## src/rtl/atb_pkg.sv

```systemverilog
// Shared widths and controller/datapath interface types for the alias table builder.
package atb_pkg;

   localparam int DEPTH = 64;
   localparam int IDX_W = 6;
   localparam int CNT_W = 7;
   localparam int WGT_W = 32;
   localparam int TOT_W = 38;
   localparam int SCL_W = 40;
   localparam int PRB_W = 33;
   localparam int REM_W = 39;
   localparam int DCN_W = 6;

   typedef struct packed {
      logic load;
      logic build_clr;
      logic div_start;
      logic div_step;
      logic mul;
      logic fill_wr;
      logic idx_inc;
      logic idx_clr;
      logic pair_lat;
      logic sel_above;
      logic below_lat;
      logic upd;
      logic out_load;
      logic out_zero;
      logic finish;
   } cmd_type;

   typedef struct packed {
      logic count_zero;
      logic div_last;
      logic fill_last;
      logic stacks_done;
      logic rsp_taken;
      logic out_last;
   } sts_type;

endpackage

```

## src/rtl/atb_ctrl.sv

```systemverilog
// Sequencer for loading, per-entry division, the stack pairing loop and emission.
module atb_ctrl (
   input  logic             clock,
   input  logic             reset,
   input  logic             req_tvalid,
   input  logic             req_tlast,
   output logic             req_tready,
   input  atb_pkg::sts_type sts,
   output atb_pkg::cmd_type cmd
);

   typedef enum logic [3:0] {
      ST_IDLE, ST_START, ST_BRD, ST_DIVINIT, ST_DIV, ST_MUL, ST_FILL,
      ST_LCHK, ST_LLAT, ST_LRDB, ST_LRDA, ST_LUPD, ST_ERD, ST_ELD, ST_EWAIT
   } state_type;

   state_type state_ff, state_in;

   always_comb begin
      cmd = '0;
      state_in = state_ff;
      req_tready = (state_ff == ST_IDLE);
      unique case (state_ff)
         ST_IDLE: begin
            cmd.load = req_tvalid;
            if (req_tvalid && req_tlast) begin
               state_in = ST_START;
            end
         end
         ST_START: begin
            if (sts.count_zero) begin
               cmd.out_zero = 1'b1;
               state_in = ST_EWAIT;
            end else begin
               cmd.build_clr = 1'b1;
               state_in = ST_BRD;
            end
         end
         ST_BRD: state_in = ST_DIVINIT;
         ST_DIVINIT: begin
            cmd.div_start = 1'b1;
            state_in = ST_DIV;
         end
         ST_DIV: begin
            cmd.div_step = 1'b1;
            if (sts.div_last) begin
               state_in = ST_MUL;
            end
         end
         ST_MUL: begin
            cmd.mul = 1'b1;
            state_in = ST_FILL;
         end
         ST_FILL: begin
            cmd.fill_wr = 1'b1;
            if (sts.fill_last) begin
               cmd.idx_clr = 1'b1;
               state_in = ST_LCHK;
            end else begin
               cmd.idx_inc = 1'b1;
               state_in = ST_BRD;
            end
         end
         // Stack tops are read every cycle, so the check cycle also issues the top reads that LLAT latches.
         ST_LCHK: state_in = sts.stacks_done ? ST_ERD : ST_LLAT;
         ST_LLAT: begin
            cmd.pair_lat = 1'b1;
            state_in = ST_LRDB;
         end
         ST_LRDB: state_in = ST_LRDA;
         ST_LRDA: begin
            cmd.below_lat = 1'b1;
            cmd.sel_above = 1'b1;
            state_in = ST_LUPD;
         end
         ST_LUPD: begin
            cmd.upd = 1'b1;
            state_in = ST_LCHK;
         end
         ST_ERD: state_in = ST_ELD;
         ST_ELD: begin
            cmd.out_load = 1'b1;
            state_in = ST_EWAIT;
         end
         ST_EWAIT: begin
            if (sts.rsp_taken) begin
               if (sts.out_last) begin
                  cmd.finish = 1'b1;
                  state_in = ST_IDLE;
               end else begin
                  cmd.idx_inc = 1'b1;
                  state_in = ST_ERD;
               end
            end
         end
         default: state_in = ST_IDLE;
      endcase
   end

   always_ff @(posedge clock) begin
      if (reset) begin
         state_ff <= ST_IDLE;
      end else begin
         state_ff <= state_in;
      end
   end

endmodule

```

## config.mk

```make
export PLATFORM = sky130hd
export DESIGN_NAME = atb_ctrl
export DESIGN_NICKNAME = d
export VERILOG_FILES = /design/src/rtl/atb_pkg.sv /design/src/rtl/atb_ctrl.sv
export SDC_FILE = /design/constraint.sdc
export NUM_CORES = 1
export LEC_CHECK = 0
export BUFFER_PORTS_ARGS = -buffer_cell sky130_fd_sc_hd__clkbuf_2
export CORE_AREA = 2 2 39 41
export CTS_CLUSTER_SIZE = 28
export DETAILED_ROUTE_END_ITERATION = 16
export DIE_AREA = 0 0 41 43
export GPL_ROUTABILITY_DRIVEN = 0
export PLACE_DENSITY = 0.65
export SETUP_SLACK_MARGIN = 0.4
export SYNTH_ARGS = -nofsm -noshare
export SYNTH_HDL_FRONTEND = slang
export SYNTH_SLANG_ARGS = --single-unit
```

## constraint.sdc

```tcl
create_clock -name clock -period 2 [get_ports clock]
set_input_delay 0.6 -clock clock [delete_from_list [all_inputs] [get_ports clock]]
set_output_delay 0.6 -clock clock [all_outputs]
set_load 0.02 [all_outputs]
```

---- After elaboration in Yosys (flattened, before gate mapping) ----
Index checks and enable logic that the tools add are counted.
storage, ports and cells
  flip-flop bits (word level) ............. 4
  latch bits .............................. 0
  RAM bits ................................ 0
  ROM bits ................................ 0
  input bits .............................. 10
  output and inout port bits .............. 16
  logic and storage cells ................. 51
  memories ................................ 0
operators by class
  add/subtract/negate cells ............... 0
  $mul .................................... 0
  divide/modulo/power cells ............... 0
  $lt $le $gt $ge ......................... 0
  equality and inequality tests ........... 17
  shifts and indexed selects .............. 0
  mux-type cells .......................... 30
  bitwise gates (word level) .............. 0
  reduce and logical (&&, ||, !) cells .... 3
operators by type and width
  cell                count
  $pmux 4 s15         1
  $eq 4x4->1 const B  7
  $mux 1              20
  $mux 4              5
  $eq 4x3->1 const B  4
  $eq 4x2->1 const B  2
  $mux 3              2
  $eq 4x1->1 const B  1
  $logic_not 4->1     1
  $ne 2x2->1 const B  2
  $reduce_and 3->1    1
  $mux 2              1
  $ne 2x1->1 const B  1
  $pmux 1 s2          1
  $logic_and 1x1->1   1

---- Depth between registers and ports, before layout ----
Gate-level depths: netlist (run 1).
  depth after elaboration ................. 3
  gate-level depth with buffers ........... 5
  mapped depth without buffers ............ 4

---- Worst setup path after synthesis (run 1) ----
Ideal clock, no wire load.
  path type ............................... register to output
  start point ............................. register state_ff[0]
  end point ............................... output cmd[7] in the netlist's numbering
  data arrival time ....................... 1.360 ns
  data required time ...................... 1.400 ns
  slack ................................... 0.040 ns
  cell stages (with the launch flop) ...... 4
  path buffers ............................ 1
  cells stage by stage .................... dfxtp_1 > buf_4 > nor3_1 > and2_1
RTL lines
  element                 line             source
  from (decl)             atb_ctrl.sv:17   state_type state_ff, state_in;
  from (signal assigned)  atb_ctrl.sv:104  state_ff <= state_in;
  to (decl)               atb_ctrl.sv:9    output atb_pkg::cmd_type cmd

==> results of run 1 <==
synth_stat cells (2+ instances only):
cell type / count / area [um2]
buf_4: 3 / 22.5
nor2_1: 10 / 37.5
o21ai_1: 2 / 10.0
o21ai_0: 2 / 10.0
a21o_1: 2 / 15.0
dfxtp_1: 4 / 80.1
nor3_1: 5 / 25.0
inv_1: 4 / 15.0
nand2_1: 7 / 26.3
a21oi_1: 2 / 10.0
nor2b_1: 4 / 25.0
and2_1: 2 / 12.5
nand2b_1: 2 / 12.5
report_power, final:
group	internal [mW]	switching (mW)	total (mW)
clock network	0.0669	0.0304	0.0973
registers	0.137	0.0956	0.233
logic	0.612	0.531	1.14
total	0.816	0.657	1.47
critical path, delay by kind of cell (launching register included):
| kind | cells | cell delay, ns |
|---|---|---|
| buffers and inverters | 2 | 0.25 |
| DFF | 1 | 0.35 |
| and+or+nand+nor | 3 | 0.38 |
timing repair:
| action | 4_1_cts | 5_1_grt |
|---|---|---|
| endpoints found under the hold margin | 0 | 0 |
| pin swaps | 9 | 4 |
| endpoints found under the setup margin | 16 | 17 |
| buffers inserted | 19 | 2 |
| gates resized for setup | 47 | 23 |
metal layers:
metal | up-vias | track usage [%] | share of wire (%)
li1 | 326 | - | -
met1 | 329 | 24.7 | 37
met2 | 30 | 40.3 | 56
met3 | 6 | 5.24 | 5.6
met4 | 0 | 6.67 | 2.0
met5 | - | 0 | 0
logic make-up (layout without fill, tap and decap cells):
family,count (synthesis),after routing
buffers and inverters,9,56
AND/OR/NAND/NOR,37,37
flip-flops,4,4
AO/OA/AOI/OAI,15,15
stage by stage:
stage                     util (%)  instance area (um2)  total power [mW]  instances
after floorplan                  -                  498             0.683         65
after global placement        45.1                  624             0.818        104
after detailed placement      45.1                  624             0.826        104
after CTS                     69.1                  956              1.34        126
after global routing          73.5                 1020              1.57        128
final                         73.5                 1020              1.47        128
path summary, 6_finish.rpt:
path	start	endpoint	slack [ns]	cells after the start
setup / recovery	state_ff[2]$_SDFFE_PP0P_	cmd[7]	0.18	5
setup reg to reg	state_ff[3]$_SDFFE_PP0P_	state_ff[2]$_SDFFE_PP0P_	0.29	10
hold / removal	reset	state_ff[1]$_SDFFE_PP0P_	0.59	2
hold reg to reg	state_ff[3]$_SDFFE_PP0P_	state_ff[0]$_SDFFE_PP0P_	0.72	3
cell type report:
type / instances / area (um2)
tap: 16 / 20.0
inverter: 4 / 17.5
fill: 95 / 367
sequential: 4 / 95.1
timing repair buffer: 49 / 443
multi-input combinational: 52 / 419
clock buffer: 3 / 22.5
==> flow_metrics.py, run 1 <==
metrics = {
    "sta": {
        "hold_viol": 0,
        "totalNegativeSetupSlack_ns": 0,
        "timing.final.ws_setup_ns": 0.179,
        "worstMarginPinSlew_ns": 0.311,
        "min_period_over_period_pct": 91.1,
        "grt_setup_unrepaired": "true",
        "finClkSkew_ns": 0.000952,
        "hold-worst-slack_ns": 0.586,
        "slew_headroom_pct": 79.2,
        "minimum_clock_period_ns": 1.82,
        "final_max_slew_viol_count": 0,
        "setup_viol": 0,
        "fmaxAchievable_mhz": 549,
    },
    "die": {
        "placement_rows": 14,
        "die_x_um": 41,
        "num_io_pins": 26,
        "initial_utilization_pct": 31.6,
        "die-height_um": 43,
        "die_area_um2": 1760,
        "core-area_um2": 1380,
    },
    "synthesis": {
        "synth_fp_nets": 75,
        "netlist-cell-type-count": 29,
        "synth.yosys.seq_area_share_pct": 18.3,
        "synth.cell_area_um2": 437,
        "yosys.area_share.simple_pct": 44.7,
        "parity_gate_share_of_the_synthesized_area_counting_xor_and_xnor_cells_pct": 0,
        "post_synth_inst_count": 65,
        "yosys-mux-area-fraction_pct": 0,
        "synth_flop_cell": "dfxtp_1",
        "asyncSetResetFlopFracSynth_pct": 0,
        "ys_ff_latch": 4,
        "synthAdderAreaFrac_pct": 0,
        "synth_area_in_compound_gates_pct": 24.6,
        "synthesis.area_per_instance_um2": 6.72,
        "combinational_family_with_the_most_area_after_synthesis": "simple AND/OR/NAND/NOR gates",
        "number_of_synthesized_flops_with_an_enable_pin": 0,
        "synth.yosys.warnings": 0,
    },
    "clock_network": {
        "tritoncts": "done",
        "skew_pair_late_insertion_delay_ns": 0.23,
        "clock_sinks": 4,
        "numCtsBuffers": 3,
        "cts-hold-fix-buffers": 0,
        "worst_setup_hold_path_clk_slew_ns": 0.04,
        "clock_root_buffer": "clkbuf_4",
        "htreeDepth": 1,
        "cts_buffer_depth": 2,
    },
    "setup_path": {
        "worstPathCellList": "buf_4 > nand2_4 > nor3_4 > and2_4 > clkbuf_8",
        "crit_path_start_kind": "register",
        "timing.critical_path.slowest_stage_cell": "dfxtp_4",
        "worst_setup_path_end_kind": "primary output",
        "worst_ep_required_time_ns": 1.40,
        "worst-setup-path-type": "register to primary output",
        "critical_path_peak_fanout": 7,
        "critPathMaxStageDelay_ns": 0.35,
        "critPathArrivalTime_ns": 1.22,
    },
    "grt": {
        "wire_length_of_the_first_global_routing_pass_um": 2750,
        "gr_overflow_total": 0,
        "grt_max_degree": 9,
        "initial_antenna_violation_count": 0,
        "grtUsageTotal_pct": 22.7,
        "first_global_vias": 657,
    },
    "drt": {
        "wl_per_cell_um": 14.5,
        "drt-total-wl_um": 1850,
        "via_count": 691,
        "drcViolationCount": 0,
        "violation_count_after_the_first_detailed_route_iteration": 5,
        "final_antenna_violating_net_count": 0,
        "number_of_iterations_in_the_first_detailed_routing_pass": 4,
        "vias_per_cell": 5.40,
    },
    "power": {
        "power_density_nw_per_um2": 1450,
        "max-vdd-ir-drop_mv": 0.618,
        "power_leakage_nw": 0.468,
    },
    "finish": {
        "drive_above_1_share_pct": 73.2,
        "largest_register_ffs": 4,
        "regMostFlops": "state_ff",
        "mostFrequentLayoutCell": "buf_4",
        "biggestRegsByFlops": "state_ff: 4 flops",
        "nets": 124,
        "final_cell_mix": "buf_4 (21), buf_6 (9), clkbuf_2 (8)",
        "antenna_cells_inserted": 0,
        "area_growth_pct": 133,
    },
    "job": {
        "timing.max_cap.violations": 0,
    },
    "place": {
        "place.detailed.hpwl_um": 970,
        "detailedPlace.worstSlack_ns": 0.196,
        "portBuffers": 25,
    },
    "min_path": {
        "timing.hold.worst.class": "input pin to register",
    },
    "outcome": {
        "outcome": "complete, no violations",
    },
}
Power figures use the tool's default switching activity.
==> run 2: changes to the inputs <==
--- a/config.mk
+++ b/config.mk
@@ -12,6 +12,7 @@
 export DIE_AREA = 0 0 41 43
 export GPL_ROUTABILITY_DRIVEN = 0
 export PLACE_DENSITY = 0.65
+export REMOVE_ABC_BUFFERS = 1
 export SETUP_SLACK_MARGIN = 0.4
 export SYNTH_ARGS = -nofsm -noshare
 export SYNTH_HDL_FRONTEND = slang
==> run 2 against run 1 <==
Core utilization increased by 2.5 points. Sequential share of layout area shrank 0.31 points. Worst setup slack better by 0.0047 ns. Power grew 0.33%. Non-clock buffer count down 3. Routed wire length rose by 0.97%. Largest cell class is now multi-input gates.
==> flow_metrics.py, run 2 (same netlist as run 1, synthesis figures left out) <==
metrics = {
    "finish": {
        "number_of_fill_cells_in_the_layout": 95,
        "fin_cells": 125,
        "finish.utilization_pct": 76.0,
        "nets": 121,
        "biggestRegsByFlops": "state_ff: 4 flops",
        "antenna_cells_inserted": 0,
        "final_cell_mix": "buf_4 (19), buf_6 (8), clkbuf_2 (7)",
        "largest_register_ffs": 4,
        "stdcell_area_um2": 1050,
        "drive_above_1_share_pct": 75.2,
        "regMostFlops": "state_ff",
        "mostFrequentLayoutCell": "buf_4",
        "area_growth_pct": 141,
    },
    "setup_path": {
        "critical_path.top_delay_family": "flip-flops",
        "critical_path_peak_fanout": 6,
        "cp_num_buf_inv": 2,
        "critical_path.reg2reg.endpoint": "state_ff[0]$_SDFFE_PP0P_",
        "worst_ep_required_time_ns": 1.40,
        "ff2ff_setup_slack_ns": 0.55,
        "worst-setup-path-type": "register to primary output",
        "worstPathCellList": "buf_6 > nor3_4 > and2_4 > clkbuf_8",
        "crit_path_start_kind": "register",
        "worst_setup_path_end_kind": "primary output",
        "worstRegToRegCells": 6,
        "timing.critical_path.slowest_stage_cell": "dfxtp_4",
        "critPathArrivalTime_ns": 1.22,
        "worstSetupStartpoint": "state_ff[0]$_SDFFE_PP0P_",
        "critPathMaxStageDelay_ns": 0.37,
        "reg2reg_from": "state_ff[3]$_SDFFE_PP0P_",
    },
    "sta": {
        "grt_setup_unrepaired": "true",
        "finClkSkew_ns": 0.00115,
        "slew_headroom_pct": 81.8,
        "min_period_over_period_pct": 90.8,
        "final_max_slew_viol_count": 0,
        "hold-worst-slack_ns": 0.584,
        "fmaxAchievable_mhz": 550,
        "minimum_clock_period_ns": 1.82,
        "worstMarginPinSlew_ns": 0.272,
        "hold_viol": 0,
        "setup_viol": 0,
    },
    "drt": {
        "drt-total-wl_um": 1870,
        "final_antenna_violating_net_count": 0,
        "number_of_iterations_in_the_first_detailed_routing_pass": 4,
        "vias_per_cell": 5.57,
        "drcViolationCount": 0,
        "violation_count_after_the_first_detailed_route_iteration": 16,
        "via_count": 696,
        "wl_per_cell_um": 14.9,
    },
    "clock_network": {
        "numCtsBuffers": 3,
        "clock_root_buffer": "clkbuf_4",
        "clock_sinks": 4,
        "worst_setup_hold_path_clk_slew_ns": 0.04,
        "tritoncts": "done",
        "cts_buffer_depth": 2,
        "htreeDepth": 1,
        "skew_pair_late_insertion_delay_ns": 0.23,
    },
    "outcome": {
        "outcome": "complete, no violations",
    },
    "power": {
        "max-vdd-ir-drop_mv": 0.708,
        "power_density_nw_per_um2": 1400,
        "totalPowerFinal_mw": 1.48,
        "power_leakage_nw": 0.457,
    },
    "die": {
        "core-area_um2": 1380,
        "initial_utilization_pct": 31.6,
        "num_io_pins": 26,
        "placement_rows": 14,
        "die-height_um": 43,
        "die_x_um": 41,
        "die_area_um2": 1760,
    },
    "place": {
        "place_area_um2": 581,
        "dp.cells": 106,
        "place.detailed.hpwl_um": 954,
        "portBuffers": 25,
    },
    "grt": {
        "grtUsageTotal_pct": 19.7,
        "first_global_vias": 576,
        "use_met1_pct": 27.7,
        "grt_max_degree": 8,
        "initial_antenna_violation_count": 0,
        "gr-usage-met2_pct": 28.4,
        "top_usage_layer": "met2",
        "grtUsageMet3_pct": 1.57,
        "gr_overflow_total": 0,
        "wire_length_of_the_first_global_routing_pass_um": 2440,
    },
    "job": {
        "timing.max_cap.violations": 0,
    },
    "min_path": {
        "hold_start": "reset",
        "timing.hold.worst.class": "input pin to register",
        "min_delay_path_depth": 2,
        "endpoint_worst_hold": "state_ff[1]$_SDFFE_PP0P_",
    },
}
## run 2: per-stage QoR
stage / TNS, ns / setup slack [ns]
2_1_floorplan: -0.108 / -0.108
3_3_place_gp: 0 / 0.189
3_5_place_dp: 0 / 0.150
4_1_cts: 0 / 0.184
5_1_grt: 0 / 0.129
6_report: 0 / 0.183
## run 2: worst max-delay path by stage
stage | depth (start not counted) | end | slack [ns]
floorplan | 3 | cmd[7] | -0.11
global placement | 5 | cmd[8] | 0.19
detailed placement | 4 | cmd[7] | 0.15
CTS | 3 | cmd[14] | 0.18
global route | 4 | cmd[7] | 0.13
finish | 4 | cmd[7] | 0.18
## run 2: layer usage
layer	up-vias	wire, um
li1	327	-
met1	327	781
met2	36	936
met3	6	117
met4	0	34
met5	-	0
## run 2: what timing repair did
action / 4_1_cts / 5_1_grt
resized for setup: 57 / 41
hold buffers: 0 / 0
setup buffers: 9 / 7
setup endpoints to repair: 16 / 16
pin swaps: 7 / 6
## run 2: area by class of cell
class	instances	area, um2	share of cell area, %
Clock buffer	3	22.5	2.14
Inverter	4	20.0	1.90
Multi-Input combinational cell	52	462	43.9
Sequential cell	4	95.1	9.04
Tap cell	16	20.0	1.90
Timing Repair Buffer	46	433	41.1
## run 2: worst reg2reg max path, stage by stage, from the launching register on
cell and delay (ns):
dfxtp_4 0.36, buf_8 0.13, buf_4 0.14, and3b_1 0.18, o21ai_2 0.17, o2111ai_1 0.18, a211oi_2 0.21
## run 2: report_power, final
group | switching, mW | internal [mW]
combinational | 0.576 | 0.585
clock | 0.0328 | 0.0671
sequential | 0.0799 | 0.137
==> run 3: changes to the inputs <==
--- a/config.mk
+++ b/config.mk
@@ -11,8 +11,7 @@
 export DETAILED_ROUTE_END_ITERATION = 16
 export DIE_AREA = 0 0 41 43
 export GPL_ROUTABILITY_DRIVEN = 0
-export PLACE_DENSITY = 0.65
-export REMOVE_ABC_BUFFERS = 1
+export PLACE_DENSITY_LB_ADDON = 0.25
 export SETUP_SLACK_MARGIN = 0.4
 export SYNTH_ARGS = -nofsm -noshare
 export SYNTH_HDL_FRONTEND = slang
==> run 3 against run 2 <==
Maximum frequency is 0.44% lower. Final cell count is 0.80% higher. Sequential share of layout area is 0.29 points higher. Core utilization is 2.4 points lower. Routed wire length is 12% lower. Critical path depth stayed put. Power is 3.6% lower. Clock skew is 0.0026 ns higher. Register-to-register slack worse by 0.06 ns. Cell area is 3.1% lower.
==> flow_metrics.py, run 3 (same netlist as run 1, synthesis figures left out) <==
metrics = {
    "grt": {
        "wire_length_of_the_first_global_routing_pass_um": 2590,
        "grt_max_degree": 9,
        "grtUsageTotal_pct": 21.1,
        "gr_overflow_total": 0,
        "initial_antenna_violation_count": 0,
        "first_global_vias": 625,
    },
    "die": {
        "num_io_pins": 26,
        "placement_rows": 14,
        "core-area_um2": 1380,
        "die_area_um2": 1760,
        "initial_utilization_pct": 31.6,
        "die-height_um": 43,
        "die_x_um": 41,
    },
    "drt": {
        "number_of_iterations_in_the_first_detailed_routing_pass": 4,
        "drt-total-wl_um": 1650,
        "vias_per_cell": 5.08,
        "final_antenna_violating_net_count": 0,
        "drcViolationCount": 0,
        "wl_per_cell_um": 13.1,
        "violation_count_after_the_first_detailed_route_iteration": 10,
        "via_count": 640,
    },
    "sta": {
        "fmaxAchievable_mhz": 548,
        "worstMarginPinSlew_ns": 0.299,
        "minimum_clock_period_ns": 1.82,
        "min_period_over_period_pct": 91.2,
        "totalNegativeSetupSlack_ns": 0,
        "final_max_slew_viol_count": 0,
        "finClkSkew_ns": 0.00371,
        "setup_viol": 0,
        "grt_setup_unrepaired": "true",
        "hold_viol": 0,
        "slew_headroom_pct": 80.1,
    },
    "place": {
        "place.detailed.hpwl_um": 973,
        "place_area_um2": 624,
        "portBuffers": 25,
    },
    "setup_path": {
        "crit_path_start_kind": "register",
        "ff2ff_setup_slack_ns": 0.49,
        "worst_setup_path_end_kind": "primary output",
        "worst-setup-path-type": "register to primary output",
        "worstSetupStartpoint": "state_ff[3]$_SDFFE_PP0P_",
        "critPathMaxStageDelay_ns": 0.38,
        "worst_ep_required_time_ns": 1.40,
        "reg2reg_from": "state_ff[0]$_SDFFE_PP0P_",
        "critPathArrivalTime_ns": 1.22,
        "timing.critical_path.slowest_stage_cell": "dfxtp_4",
        "worstPathCellList": "inv_6 > nand2_4 > nor4_2 > buf_4",
        "critical_path.top_delay_family": "flip-flops",
        "critical_path.reg2reg.endpoint": "state_ff[3]$_SDFFE_PP0P_",
        "critical_path_peak_fanout": 8,
        "cp.depth": 4,
        "worstRegToRegCells": 6,
        "cp-endpoint": "cmd[13]",
        "cp_num_buf_inv": 2,
    },
    "outcome": {
        "outcome": "complete, no violations",
    },
    "finish": {
        "layout.area.seq_um2": 95.1,
        "number_of_fill_cells_in_the_layout": 109,
        "multi_input_area_um2": 448,
        "regMostFlops": "state_ff",
        "drive_above_1_share_pct": 74.5,
        "mostFrequentLayoutCell": "buf_4",
        "area_growth_pct": 134,
        "largest_register_ffs": 4,
        "nets": 122,
        "biggestRegsByFlops": "state_ff: 4 flops",
        "antenna_cells_inserted": 0,
        "final_cell_mix": "buf_4 (22), buf_6 (8), nor2_4 (7), clkbuf_2 (7), clkbuf_4 (6)",
        "stdcell_area_um2": 1020,
    },
    "clock_network": {
        "htreeDepth": 1,
        "skew_pair_late_insertion_delay_ns": 0.23,
        "clock_root_buffer": "clkbuf_4",
        "tritoncts": "done",
        "numCtsBuffers": 3,
        "clock_sinks": 4,
        "worst_setup_hold_path_clk_slew_ns": 0.04,
        "cts_buffer_depth": 2,
    },
    "power": {
        "power_density_nw_per_um2": 1400,
        "share_comb_of_total_power_pct": 77.1,
        "max-vdd-ir-drop_mv": 0.779,
        "switching_power_mw": 0.651,
        "power_frac_clock_pct": 6.9,
        "power.switching_fraction_pct": 45.7,
        "internal_power_mw": 0.774,
        "share_seq_of_total_power_pct": 16.0,
        "power_leakage_nw": 0.455,
    },
    "job": {
        "timing.max_cap.violations": 0,
    },
    "min_path": {
        "hold_start": "reset",
        "timing.hold.worst.class": "input pin to register",
    },
}
[run 3: stage by stage]
step                      utilization (%)  hold slack [ns]  setup WS, ns  power, mW  std cells
final                                73.7            0.583         0.175       1.42        126
after global placement               45.1            0.617         0.226      0.814        104
after floorplan                         -            0.656         0.300      0.683         65
after detailed placement             45.1            0.622         0.215      0.817        104
after CTS                            70.1            0.566         0.150       1.32        124
after global routing                 73.7            0.583         0.108       1.51        126
[run 3: area by class of cell]
cell class / instances / share of cell area (%)
multi-input combinational: 52 / 43.9
sequential: 4 / 9.33
timing repair buffer: 47 / 40.4
inverter: 4 / 2.21
tap: 16 / 1.96
clock buffer: 3 / 2.21
[run 3: worst min-delay path by stage]
| stage | endpoint | slack (ns) | depth (start not counted) |
|---|---|---|---|
| 2_1_floorplan | state_ff[0]$_SDFFE_PP0P_ | 0.66 | 3 |
| 3_3_place_gp | state_ff[0]$_SDFFE_PP0P_ | 0.62 | 2 |
| 3_5_place_dp | state_ff[0]$_SDFFE_PP0P_ | 0.62 | 2 |
| 5_1_grt | state_ff[1]$_SDFFE_PP0P_ | 0.58 | 2 |
| 4_1_cts | state_ff[2]$_SDFFE_PP0P_ | 0.57 | 2 |
| 6_report | state_ff[1]$_SDFFE_PP0P_ | 0.58 | 2 |
[run 3: worst reg2reg max path: stages (launching register included)]
cell,delay (ns)
dfxtp_4,0.37
buf_4,0.15
nand2b_4,0.17
buf_4,0.14
buf_4,0.12
or4_1,0.40
o21ai_1,0.09
[run 3: power groups by stage]
| stage | sequential (mW) | combinational, mW | clock (mW) |
|---|---|---|---|
| finish | 0.228 | 1.10 | 0.0977 |
| global route | 0.235 | 1.16 | 0.114 |
| CTS | 0.224 | 0.991 | 0.103 |
| detailed placement | 0.225 | 0.592 | 0 |
| global placement | 0.224 | 0.590 | 0 |
| floorplan | 0.159 | 0.524 | 0 |
[run 3: what timing repair did]
item	4_1_cts	5_1_grt
setup buffers	17	2
hold endpoints to repair	0	0
pin swaps	10	3
setup endpoints to repair	16	16
hold buffers	0	0
gates resized for setup	53	19
[run 3: routing by layer]
layer,routed length (um),track usage [%],up-vias
met5,0,0,-
met3,88,6.28,2
met2,938,38.4,24
met4,17,2.00,0
met1,607,23.2,297
li1,-,-,317
